<file path="config.mk">
export PLATFORM = sky130hd
export DESIGN_NAME = rle_sprite_clipped_blitter
export DESIGN_NICKNAME = d
export VERILOG_FILES = /design/src/rtl/core/rsb_pkg.sv /design/src/rtl/core/rsb_cfg_regs.sv /design/src/rtl/core/rsb_span_clip.sv /design/src/rtl/core/rsb_parser.sv /design/src/rtl/core/rle_sprite_clipped_blitter.sv
export SDC_FILE = /design/constraint.sdc
export NUM_CORES = 2
export LEC_CHECK = 0
export ABC_AREA = 0
export BUFFER_PORTS_ARGS = -buffer_cell sky130_fd_sc_hd__buf_2
export CORE_MARGIN = 1
export CORE_UTILIZATION = 50
export CTS_CLUSTER_SIZE = 10
export DETAILED_ROUTE_END_ITERATION = 10
export HOLD_SLACK_MARGIN = 0.15
export PLACE_DENSITY = 0.68
export SLEW_MARGIN = 20
export SYNTH_ARGS = -nofsm -noshare
export SYNTH_HDL_FRONTEND = slang
export SYNTH_SLANG_ARGS = --single-unit
export TNS_END_PERCENT = 50
</file>
<file path="constraint.sdc">
create_clock -name clk -period 21.5 [get_ports clk]
set_input_delay 5.375 -clock clk [delete_from_list [all_inputs] [get_ports clk]]
set_output_delay 5.375 -clock clk [all_outputs]
set_load 0.01 [all_outputs]
</file>
<file path="src/rtl/core/rsb_pkg.sv">
package rsb_pkg;

  // Register indexes on the configuration port
  localparam logic [1:0] REG_FB_WIDTH  = 2'd0;
  localparam logic [1:0] REG_FB_HEIGHT = 2'd1;
  localparam logic [1:0] REG_ROW_BREAK = 2'd2;

  localparam int ADDR_W = 4;
  localparam int DATA_W = 32;
  localparam int SIDE_W = 11;

  // Stream command codes
  localparam logic [7:0] CMD_STOP      = 8'hff;
  localparam logic [7:0] LITERAL_LIMIT = 8'h80;
  localparam logic [7:0] RUN_BIAS      = 8'h7c;

  // Pen and flat address widths
  localparam int ROW_W  = 18;
  localparam int COL_W  = 32;
  localparam int XY_W   = 17;
  localparam int BASE_W = 30;
  localparam int SIZE_W = 22;
  localparam int FLAT_W = 34;

  typedef struct packed {
    logic               kind;
    logic [7:0]         stream_byte;
    logic signed [15:0] pos_x;
    logic signed [15:0] pos_y;
    logic signed [15:0] hot_x;
    logic signed [15:0] hot_y;
    logic [15:0]        sprite_width;
    logic [15:0]        sprite_height;
  } item_t;

  typedef struct packed {
    logic [19:0] write_offset;
    logic [7:0]  write_length;
    logic [7:0]  write_value;
  } span_t;

  // Clamped framebuffer geometry and live row break code
  typedef struct packed {
    logic [SIDE_W-1:0] side_w;
    logic [SIDE_W-1:0] side_h;
    logic [7:0]        row_break_code;
  } cfg_t;

  typedef struct packed {
    logic signed [ROW_W-1:0] row;
    logic signed [COL_W-1:0] col;
    logic [7:0]              len;
    logic [7:0]              value;
  } span_req_t;

  typedef struct packed {
    logic  hit;
    span_t span;
  } span_res_t;

endpackage

</file>
<file path="src/rtl/core/rsb_cfg_regs.sv">
module rsb_cfg_regs #(
  parameter int MAX_SIDE = 1024
) (
  input  logic                        clk,
  input  logic                        rst,
  input  logic                        psel,
  input  logic                        penable,
  input  logic                        pwrite,
  input  logic [rsb_pkg::ADDR_W-1:0]  paddr,
  input  logic [rsb_pkg::DATA_W-1:0]  pwdata,
  output logic [rsb_pkg::DATA_W-1:0]  prdata,
  output logic                        pready,
  output rsb_pkg::cfg_t               cfg
);

  logic [rsb_pkg::SIDE_W-1:0] fb_width;
  logic [rsb_pkg::SIDE_W-1:0] fb_height;
  logic [7:0]                 row_break_code;
  logic [1:0]                 reg_index;
  logic                       wr_en;

  function automatic logic [rsb_pkg::SIDE_W-1:0] side_of(input logic [rsb_pkg::SIDE_W-1:0] v);
    logic [rsb_pkg::SIDE_W-1:0] r;
    r = v;
    if (v == '0) begin
      r = rsb_pkg::SIDE_W'(1);
    end else if (13'(v) > 13'(MAX_SIDE)) begin
      r = rsb_pkg::SIDE_W'(MAX_SIDE);
    end
    return r;
  endfunction

  assign reg_index = paddr[3:2];
  assign wr_en     = psel && penable && pwrite;
  assign pready    = 1'b1;

  // Register writes
  always_ff @(posedge clk) begin
    if (rst) begin
      fb_width       <= rsb_pkg::SIDE_W'(600);
      fb_height      <= rsb_pkg::SIDE_W'(360);
      row_break_code <= 8'd254;
    end else if (wr_en) begin
      unique case (reg_index)
        rsb_pkg::REG_FB_WIDTH:  fb_width       <= pwdata[rsb_pkg::SIDE_W-1:0];
        rsb_pkg::REG_FB_HEIGHT: fb_height      <= pwdata[rsb_pkg::SIDE_W-1:0];
        rsb_pkg::REG_ROW_BREAK: row_break_code <= pwdata[7:0];
        default: ;
      endcase
    end
  end

  // Read back
  always_comb begin
    unique case (reg_index)
      rsb_pkg::REG_FB_WIDTH:  prdata = rsb_pkg::DATA_W'(fb_width);
      rsb_pkg::REG_FB_HEIGHT: prdata = rsb_pkg::DATA_W'(fb_height);
      rsb_pkg::REG_ROW_BREAK: prdata = rsb_pkg::DATA_W'(row_break_code);
      default:                prdata = '0;
    endcase
  end

  assign cfg.side_w         = side_of(fb_width);
  assign cfg.side_h         = side_of(fb_height);
  assign cfg.row_break_code = row_break_code;

endmodule

</file>
<file path="src/rtl/core/rsb_span_clip.sv">
module rsb_span_clip (
  input  rsb_pkg::cfg_t      cfg,
  input  rsb_pkg::span_req_t req,
  output rsb_pkg::span_res_t res
);

  logic signed [11:0]                  w_s;
  logic signed [rsb_pkg::BASE_W-1:0]   base;
  logic [rsb_pkg::SIZE_W-1:0]          size;
  logic signed [rsb_pkg::FLAT_W-1:0]   start;
  logic signed [rsb_pkg::FLAT_W-1:0]   stop;
  logic signed [rsb_pkg::FLAT_W-1:0]   last;
  logic signed [rsb_pkg::FLAT_W-1:0]   lo_a;
  logic signed [rsb_pkg::FLAT_W-1:0]   lo;
  logic signed [rsb_pkg::FLAT_W-1:0]   hi;
  logic signed [rsb_pkg::FLAT_W-1:0]   span_len;

  // Flat row base and framebuffer size
  assign w_s  = signed'({1'b0, cfg.side_w});
  assign base = rsb_pkg::BASE_W'(req.row) * rsb_pkg::BASE_W'(w_s);
  assign size = rsb_pkg::SIZE_W'(cfg.side_w) * rsb_pkg::SIZE_W'(cfg.side_h);

  // Clip in the flat domain: keep col >= 0 and offsets inside the buffer
  always_comb begin
    start    = rsb_pkg::FLAT_W'(base) + rsb_pkg::FLAT_W'(req.col);
    stop     = start + signed'(rsb_pkg::FLAT_W'(req.len)) - rsb_pkg::FLAT_W'(1);
    last     = signed'(rsb_pkg::FLAT_W'(size)) - rsb_pkg::FLAT_W'(1);
    lo_a     = (start > rsb_pkg::FLAT_W'(base)) ? start : rsb_pkg::FLAT_W'(base);
    lo       = (lo_a < 0) ? '0 : lo_a;
    hi       = (stop < last) ? stop : last;
    span_len = hi - lo + rsb_pkg::FLAT_W'(1);
    res.hit               = (req.value != 8'd0) && (lo <= hi);
    res.span.write_offset = lo[19:0];
    res.span.write_length = span_len[7:0];
    res.span.write_value  = req.value;
  end

endmodule

</file>
<file path="src/rtl/core/rsb_parser.sv">
module rsb_parser (
  input  logic               clk,
  input  logic               rst,
  input  logic               go,
  input  rsb_pkg::item_t     item,
  input  rsb_pkg::cfg_t      cfg,
  output rsb_pkg::span_res_t res
);

  localparam logic [1:0] MODE_STOPPED = 2'd0;
  localparam logic [1:0] MODE_CMD     = 2'd1;
  localparam logic [1:0] MODE_LITERAL = 2'd2;
  localparam logic [1:0] MODE_RUNVAL  = 2'd3;

  logic [1:0]                       parse_mode, parse_mode_next;
  logic [7:0]                       literal_left, literal_left_next;
  logic [7:0]                       run_length, run_length_next;
  logic signed [rsb_pkg::ROW_W-1:0] pen_row, pen_row_next;
  logic signed [rsb_pkg::COL_W-1:0] pen_col, pen_col_next;
  logic signed [rsb_pkg::XY_W-1:0]  row_start_col, row_start_col_next;

  rsb_pkg::span_req_t               req;
  rsb_pkg::span_res_t               clip;
  logic                             emit;
  logic signed [rsb_pkg::XY_W-1:0]  x, y;
  logic signed [rsb_pkg::ROW_W-1:0] xw, yh, fw_s, fh_s, row_inc;
  logic signed [rsb_pkg::COL_W:0]   col_sum;
  logic signed [rsb_pkg::COL_W-1:0] col_adv;
  logic                             reject;
  logic [7:0]                       b;

  rsb_span_clip u_clip (
    .cfg (cfg),
    .req (req),
    .res (clip)
  );

  assign b    = item.stream_byte;
  assign fw_s = signed'(rsb_pkg::ROW_W'(cfg.side_w));
  assign fh_s = signed'(rsb_pkg::ROW_W'(cfg.side_h));

  // Frame entry geometry and reject test
  always_comb begin
    x      = rsb_pkg::XY_W'(item.pos_x) - rsb_pkg::XY_W'(item.hot_x);
    y      = rsb_pkg::XY_W'(item.pos_y) - rsb_pkg::XY_W'(item.hot_y);
    xw     = rsb_pkg::ROW_W'(x) + signed'(rsb_pkg::ROW_W'(item.sprite_width));
    yh     = rsb_pkg::ROW_W'(y) + signed'(rsb_pkg::ROW_W'(item.sprite_height));
    reject = (rsb_pkg::ROW_W'(x) >= fw_s) || (rsb_pkg::ROW_W'(y) >= fh_s) ||
             (xw <= 0) || (yh <= 0) || (!x[rsb_pkg::XY_W-1] && (xw > fw_s));
  end

  // Saturating column advance by the span length
  always_comb begin
    col_sum = (rsb_pkg::COL_W+1)'(pen_col) + signed'((rsb_pkg::COL_W+1)'(req.len));
    if (col_sum > signed'({2'b00, {(rsb_pkg::COL_W-1){1'b1}}})) begin
      col_adv = signed'({1'b0, {(rsb_pkg::COL_W-1){1'b1}}});
    end else begin
      col_adv = col_sum[rsb_pkg::COL_W-1:0];
    end
  end

  // Command decode and pen update
  always_comb begin
    parse_mode_next    = parse_mode;
    literal_left_next  = literal_left;
    run_length_next    = run_length;
    pen_row_next       = pen_row;
    pen_col_next       = pen_col;
    row_start_col_next = row_start_col;
    row_inc            = pen_row + rsb_pkg::ROW_W'(1);
    emit               = 1'b0;
    req.row            = pen_row;
    req.col            = pen_col;
    req.len            = 8'd1;
    req.value          = b;
    if (!item.kind) begin
      literal_left_next  = '0;
      run_length_next    = '0;
      pen_row_next       = rsb_pkg::ROW_W'(y);
      pen_col_next       = rsb_pkg::COL_W'(x);
      row_start_col_next = x;
      parse_mode_next    = reject ? MODE_STOPPED : MODE_CMD;
    end else begin
      unique case (parse_mode)
        MODE_CMD: begin
          if (b == rsb_pkg::CMD_STOP) begin
            parse_mode_next = MODE_STOPPED;
          end else if (b == cfg.row_break_code) begin
            pen_row_next = row_inc;
            pen_col_next = rsb_pkg::COL_W'(row_start_col);
            if (row_inc >= fh_s) begin
              parse_mode_next = MODE_STOPPED;
            end
          end else if (b < rsb_pkg::LITERAL_LIMIT) begin
            literal_left_next = b + 8'd1;
            parse_mode_next   = MODE_LITERAL;
          end else begin
            run_length_next = b - rsb_pkg::RUN_BIAS;
            parse_mode_next = MODE_RUNVAL;
          end
        end
        MODE_LITERAL: begin
          if (literal_left <= 8'd1) begin
            literal_left_next = '0;
            parse_mode_next   = MODE_CMD;
          end else begin
            literal_left_next = literal_left - 8'd1;
          end
          emit         = 1'b1;
          pen_col_next = col_adv;
        end
        MODE_RUNVAL: begin
          req.len         = run_length;
          run_length_next = '0;
          parse_mode_next = MODE_CMD;
          emit            = 1'b1;
          pen_col_next    = col_adv;
        end
        MODE_STOPPED: ;
      endcase
    end
    res.hit  = emit && clip.hit;
    res.span = clip.span;
  end

  // Parser state
  always_ff @(posedge clk) begin
    if (rst) begin
      parse_mode    <= MODE_STOPPED;
      literal_left  <= '0;
      run_length    <= '0;
      pen_row       <= '0;
      pen_col       <= '0;
      row_start_col <= '0;
    end else if (go) begin
      parse_mode    <= parse_mode_next;
      literal_left  <= literal_left_next;
      run_length    <= run_length_next;
      pen_row       <= pen_row_next;
      pen_col       <= pen_col_next;
      row_start_col <= row_start_col_next;
    end
  end

endmodule

</file>
<file path="src/rtl/core/rle_sprite_clipped_blitter.sv">
// Channel  Dir  Handshake                 Payload
// item     in   item_valid / item_stall   rsb_pkg::item_t
// span     out  span_valid / span_stall   rsb_pkg::span_t
// cfg      in   APB write, pready high    fb_width, fb_height, row_break_code
//
// One item per cycle unless the span side stalls; a byte passes the input register, then the span register.
// The pen update (column add with saturation, row base multiply, clip) is a
// combinational path between the input register and the span register.
// Synchronous reset clears the parser to stopped and the registers to
// 600, 360 and 254. A stalled span holds and stalls the item side.
module rle_sprite_clipped_blitter #(
  parameter int MAX_SIDE = 1024
) (
  input  logic                        clk,
  input  logic                        rst,
  input  logic                        item_valid,
  output logic                        item_stall,
  input  rsb_pkg::item_t              item,
  output logic                        span_valid,
  input  logic                        span_stall,
  output rsb_pkg::span_t              span,
  input  logic                        psel,
  input  logic                        penable,
  input  logic                        pwrite,
  input  logic [rsb_pkg::ADDR_W-1:0]  paddr,
  input  logic [rsb_pkg::DATA_W-1:0]  pwdata,
  output logic [rsb_pkg::DATA_W-1:0]  prdata,
  output logic                        pready
);

  rsb_pkg::cfg_t      cfg;
  rsb_pkg::item_t     in_item;
  rsb_pkg::span_res_t res;
  logic               in_full;
  logic               advance;
  logic               take;
  logic               go;

  rsb_cfg_regs #(
    .MAX_SIDE (MAX_SIDE)
  ) u_cfg (
    .clk     (clk),
    .rst     (rst),
    .psel    (psel),
    .penable (penable),
    .pwrite  (pwrite),
    .paddr   (paddr),
    .pwdata  (pwdata),
    .prdata  (prdata),
    .pready  (pready),
    .cfg     (cfg)
  );

  rsb_parser u_parser (
    .clk  (clk),
    .rst  (rst),
    .go   (go),
    .item (in_item),
    .cfg  (cfg),
    .res  (res)
  );

  // Handshake: the input register moves whenever the span register can load
  assign advance    = !span_valid || !span_stall;
  assign item_stall = in_full && !advance;
  assign take       = item_valid && !item_stall;
  assign go         = in_full && advance;

  // Input register
  always_ff @(posedge clk) begin
    if (rst) begin
      in_full <= 1'b0;
    end else if (take) begin
      in_full <= 1'b1;
    end else if (advance) begin
      in_full <= 1'b0;
    end
  end

  always_ff @(posedge clk) begin
    if (take) begin
      in_item <= item;
    end
  end

  // Span register
  always_ff @(posedge clk) begin
    if (rst) begin
      span_valid <= 1'b0;
    end else if (advance) begin
      span_valid <= go && res.hit;
    end
  end

  always_ff @(posedge clk) begin
    if (go && res.hit) begin
      span <= res.span;
    end
  end

endmodule
</file>
==> impl_metrics.py <==
metrics = {
    "yosys": {
        "syn_area_um2": 34200,
        "netlist_instances": 4065,
        "yosysMostFrequentCell": "inv_1",
        "ys_async_sr_fraction_pct": 0,
        "ys_ff_latch": 258,
        "yosysWarnings": 0,
        "synthDistinctLibCells": 91,
        "avgSynthCellArea_um2": 8.42,
        "synth_top_cell_by_area": "fa_1",
        "synth.top_cell.area_share_pct": 16.1,
        "synth_ff_type": "edfxtp_1",
        "synth.area.top_cells": "fa_1 (16%), ha_1 (16%), edfxtp_1 (12%)",
        "yosysSeqAreaShare_pct": 19.2,
        "synth-edff-count": 141,
        "synth_commonest_cells": "inv_1 (572), nand2_1 (432), ha_1 (428)",
    },
    "timing": {
        "hold_viol": 0,
        "rsz0062_at_grt": "no",
        "setup_viol": 0,
        "tns_ps": 0,
        "fin_ws_ps": 4280,
        "tightest_slew_ps": 1180,
        "skew_ps": 26.1,
        "finalCriticalPeriod_ps": 17220,
        "fmax_ghz": 0.0581,
        "slew_viol_final": 0,
        "fin_crit_sh_pct": 80.1,
        "slew_headroom_pct": 20.5,
        "whs_ps": 452,
    },
    "route": {
        "viasPerCell": 5.77,
        "dr.first_iter.drc_count": 2030,
        "wl_per_cell_um": 19.1,
        "detail-route-antenna-nets": 0,
        "drc": 0,
        "num_vias": 29100,
        "dr.pass1.iters": 6,
        "drt-total-wl_um": 96100,
    },
    "setup_path": {
        "r2r_cells": 57,
        "slowest_delay_ps": 650,
        "critPathCaptureType": "flip-flop",
        "crit_path_max_fanout": 46,
        "crit_slowest_cell": "and2_1",
        "required_ps": 21740,
        "cp-start-kind": "flip-flop",
        "r2r_setup_slack_ps": 4280,
        "crit_type": "flip-flop to flip-flop",
        "cp.arrival_ps": 17460,
    },
    "clock_network": {
        "root_buffer": "clkbuf_16",
        "clk_path_buf_depth": 3,
        "cts.sinks": 258,
        "post_cts_buffers": 0,
        "cts_htree_levels": 2,
        "cts_tree": "yes",
        "cts-buffers-inserted": 34,
        "clk_pin_slew_worst_paths_ps": 60,
        "clkLatencyLatePin_ps": 560,
        "cts_repair_resize_count": 0,
        "ctsHoldBuffers": 0,
    },
    "placement": {
        "io_buffers": 173,
        "dp_cells": 4987,
        "finalWeightedCongestion": 0.943,
        "post-place-ws_ps": 4550,
        "dp_hpwl_um": 77100,
    },
    "floorplanning": {
        "ios": 219,
        "die_y_um": 264,
        "core_area_um2": 67400,
        "start_util_pct": 50.8,
        "die_w_um": 264,
        "placementRows": 95,
        "dieArea_um2": 69500,
    },
    "global_routing": {
        "grtUsageMet1_pct": 36.0,
        "grt_max_degree": 79,
        "grt_overflow": 0,
        "antenna_found_initial": 0,
        "grtUsageMet3_pct": 4.09,
        "grtUsageTotal_pct": 27.5,
        "top_usage_layer": "met2",
        "grt_pass1_wl_um": 152000,
        "grt_use_met2_pct": 45.6,
        "grt_pass1_vias": 28100,
    },
    "pwr": {
        "ir_drop_mv": 0.0968,
        "p_total_w": 0.00343,
        "power_leakage_nw": 17.5,
        "power_density_nw_per_um2": 93.1,
    },
    "worst_hold_path": {
        "hold_class": "flip-flop to flip-flop",
        "min_path_cells": 2,
    },
    "layout": {
        "final_nets": 5002,
        "nFillCells": 6353,
        "drive_above_1_share_pct": 7.79,
        "instances_no_fill": 5044,
        "area_growth_pct": 7.64,
        "n_antenna_cell": 0,
    },
    "run_status": {
        "status": "finished, final reports clean",
    },
    "run": {
        "drv_cap": 0,
    },
}
[cells in the final DEF, fill, tap and decap left out, types with 10 or more instances in the layout]
cell type and n:
inv_1 572, nand2_1 432, ha_1 428, a21oi_1 294, fa_1 276, nor2_1 233
buf_2 173, o21ai_0 144, edfxtp_1 141, xnor2_1 135, dfxtp_1 117, a21o_1 103
nand3_1 99, and2_1 72, nor3_1 67, xor2_1 67, and3_1 63, o21a_1 54
nand4_1 44, a31oi_1 43, a211oi_1 41, nor2b_1 39, clkbuf_16 35, o31ai_1 33
buf_4 33, o21bai_1 29, nand2b_1 26, mux2i_1 26, nor4_1 23, conb_1 22
or3_1 20, o211ai_1 17, o221a_2 16, o22ai_1 13, a221oi_1 12, o21ai_1 12
o2111ai_1 11, clkbuf_1 11, or2_2 10
[registers in the layout, summed over array words and instances, names as in the netlist]
signal / flops
u_parser.pen_row: 18
u_parser.literal_left: 8
u_cfg.fb_height: 11
span: 36
in_item: 105
u_parser.pen_col: 32
u_cfg.fb_width: 11
in_full: 1
u_parser.run_length: 8
u_cfg.row_break_code: 8
span_valid: 1
u_parser.row_start_col: 17
u_parser.parse_mode: 2
[through the flow]
step	utilization [%]	instance area (um^2)
after floorplan	-	34300
after global placement	53.1	35800
after detailed placement	53.1	35800
after CTS	54.6	36800
after global routing	54.6	36800
final	54.6	36800
[cells by family (layout without fill, tap and decap cells)]
kind of cell	count (synthesis)	after routing	synth area share, %
other cells	2	22	0.0220
simple gates	1179	1179	16.3
compound gates	930	930	17.8
buf+inv	757	843	8.60
fa+ha+maj	706	706	31.9
xor+xnor	204	204	5.28
flops	258	258	19.2
mux	29	29	0.859
[worst paths after layout]
path,end,startpoint
hold / removal,u_parser.row_start_col[1]$_SDFFE_PP0P_,u_parser.row_start_col[1]$_SDFFE_PP0P_
hold reg to reg,u_parser.row_start_col[1]$_SDFFE_PP0P_,u_parser.row_start_col[1]$_SDFFE_PP0P_
setup / recovery,span[5]$_DFFE_PP_,u_cfg.fb_width[6]$_SDFFE_PP1P_
setup reg to reg,span[5]$_DFFE_PP_,u_cfg.fb_width[6]$_SDFFE_PP1P_
[layout make-up]
type | instances | area (um^2) | share of cell area (%)
clock buffers | 50 | 972 | 2.64
clock inverters | 7 | 56.3 | 0.153
inverters | 579 | 2170 | 5.90
multi-input cells | 3070 | 24800 | 67.4
flip-flops and latches | 258 | 6580 | 17.9
well taps | 873 | 1090 | 2.97
repair buffers | 207 | 1130 | 3.08
[worst max-delay path: cells and delay by family, from the launching register on]
family | cells | cell delay, ps
XOR/XNOR | 2 | 630
adder cells (fa/ha/maj) | 11 | 4810
AO/OA/AOI/OAI | 24 | 6240
flip-flops | 1 | 530
AND/OR/NAND/NOR | 12 | 3010
buffers and inverters | 8 | 1620
[metal layers]
metal | vias to the layer above | part of all wire (%)
met5 | - | 0
met2 | 888 | 46
li1 | 14100 | -
met3 | 169 | 6.3
met1 | 14000 | 43
met4 | 0 | 4.0
[report_power, final]
group / internal, W / total, W / switching [W]
registers: 0.000583 / 0.000611 / 0.0000273
logic: 0.000941 / 0.00228 / 0.00134
clock network: 0.000314 / 0.000539 / 0.000225
total: 0.00184 / 0.00343 / 0.00159
(Power assumes the default switching activity.)
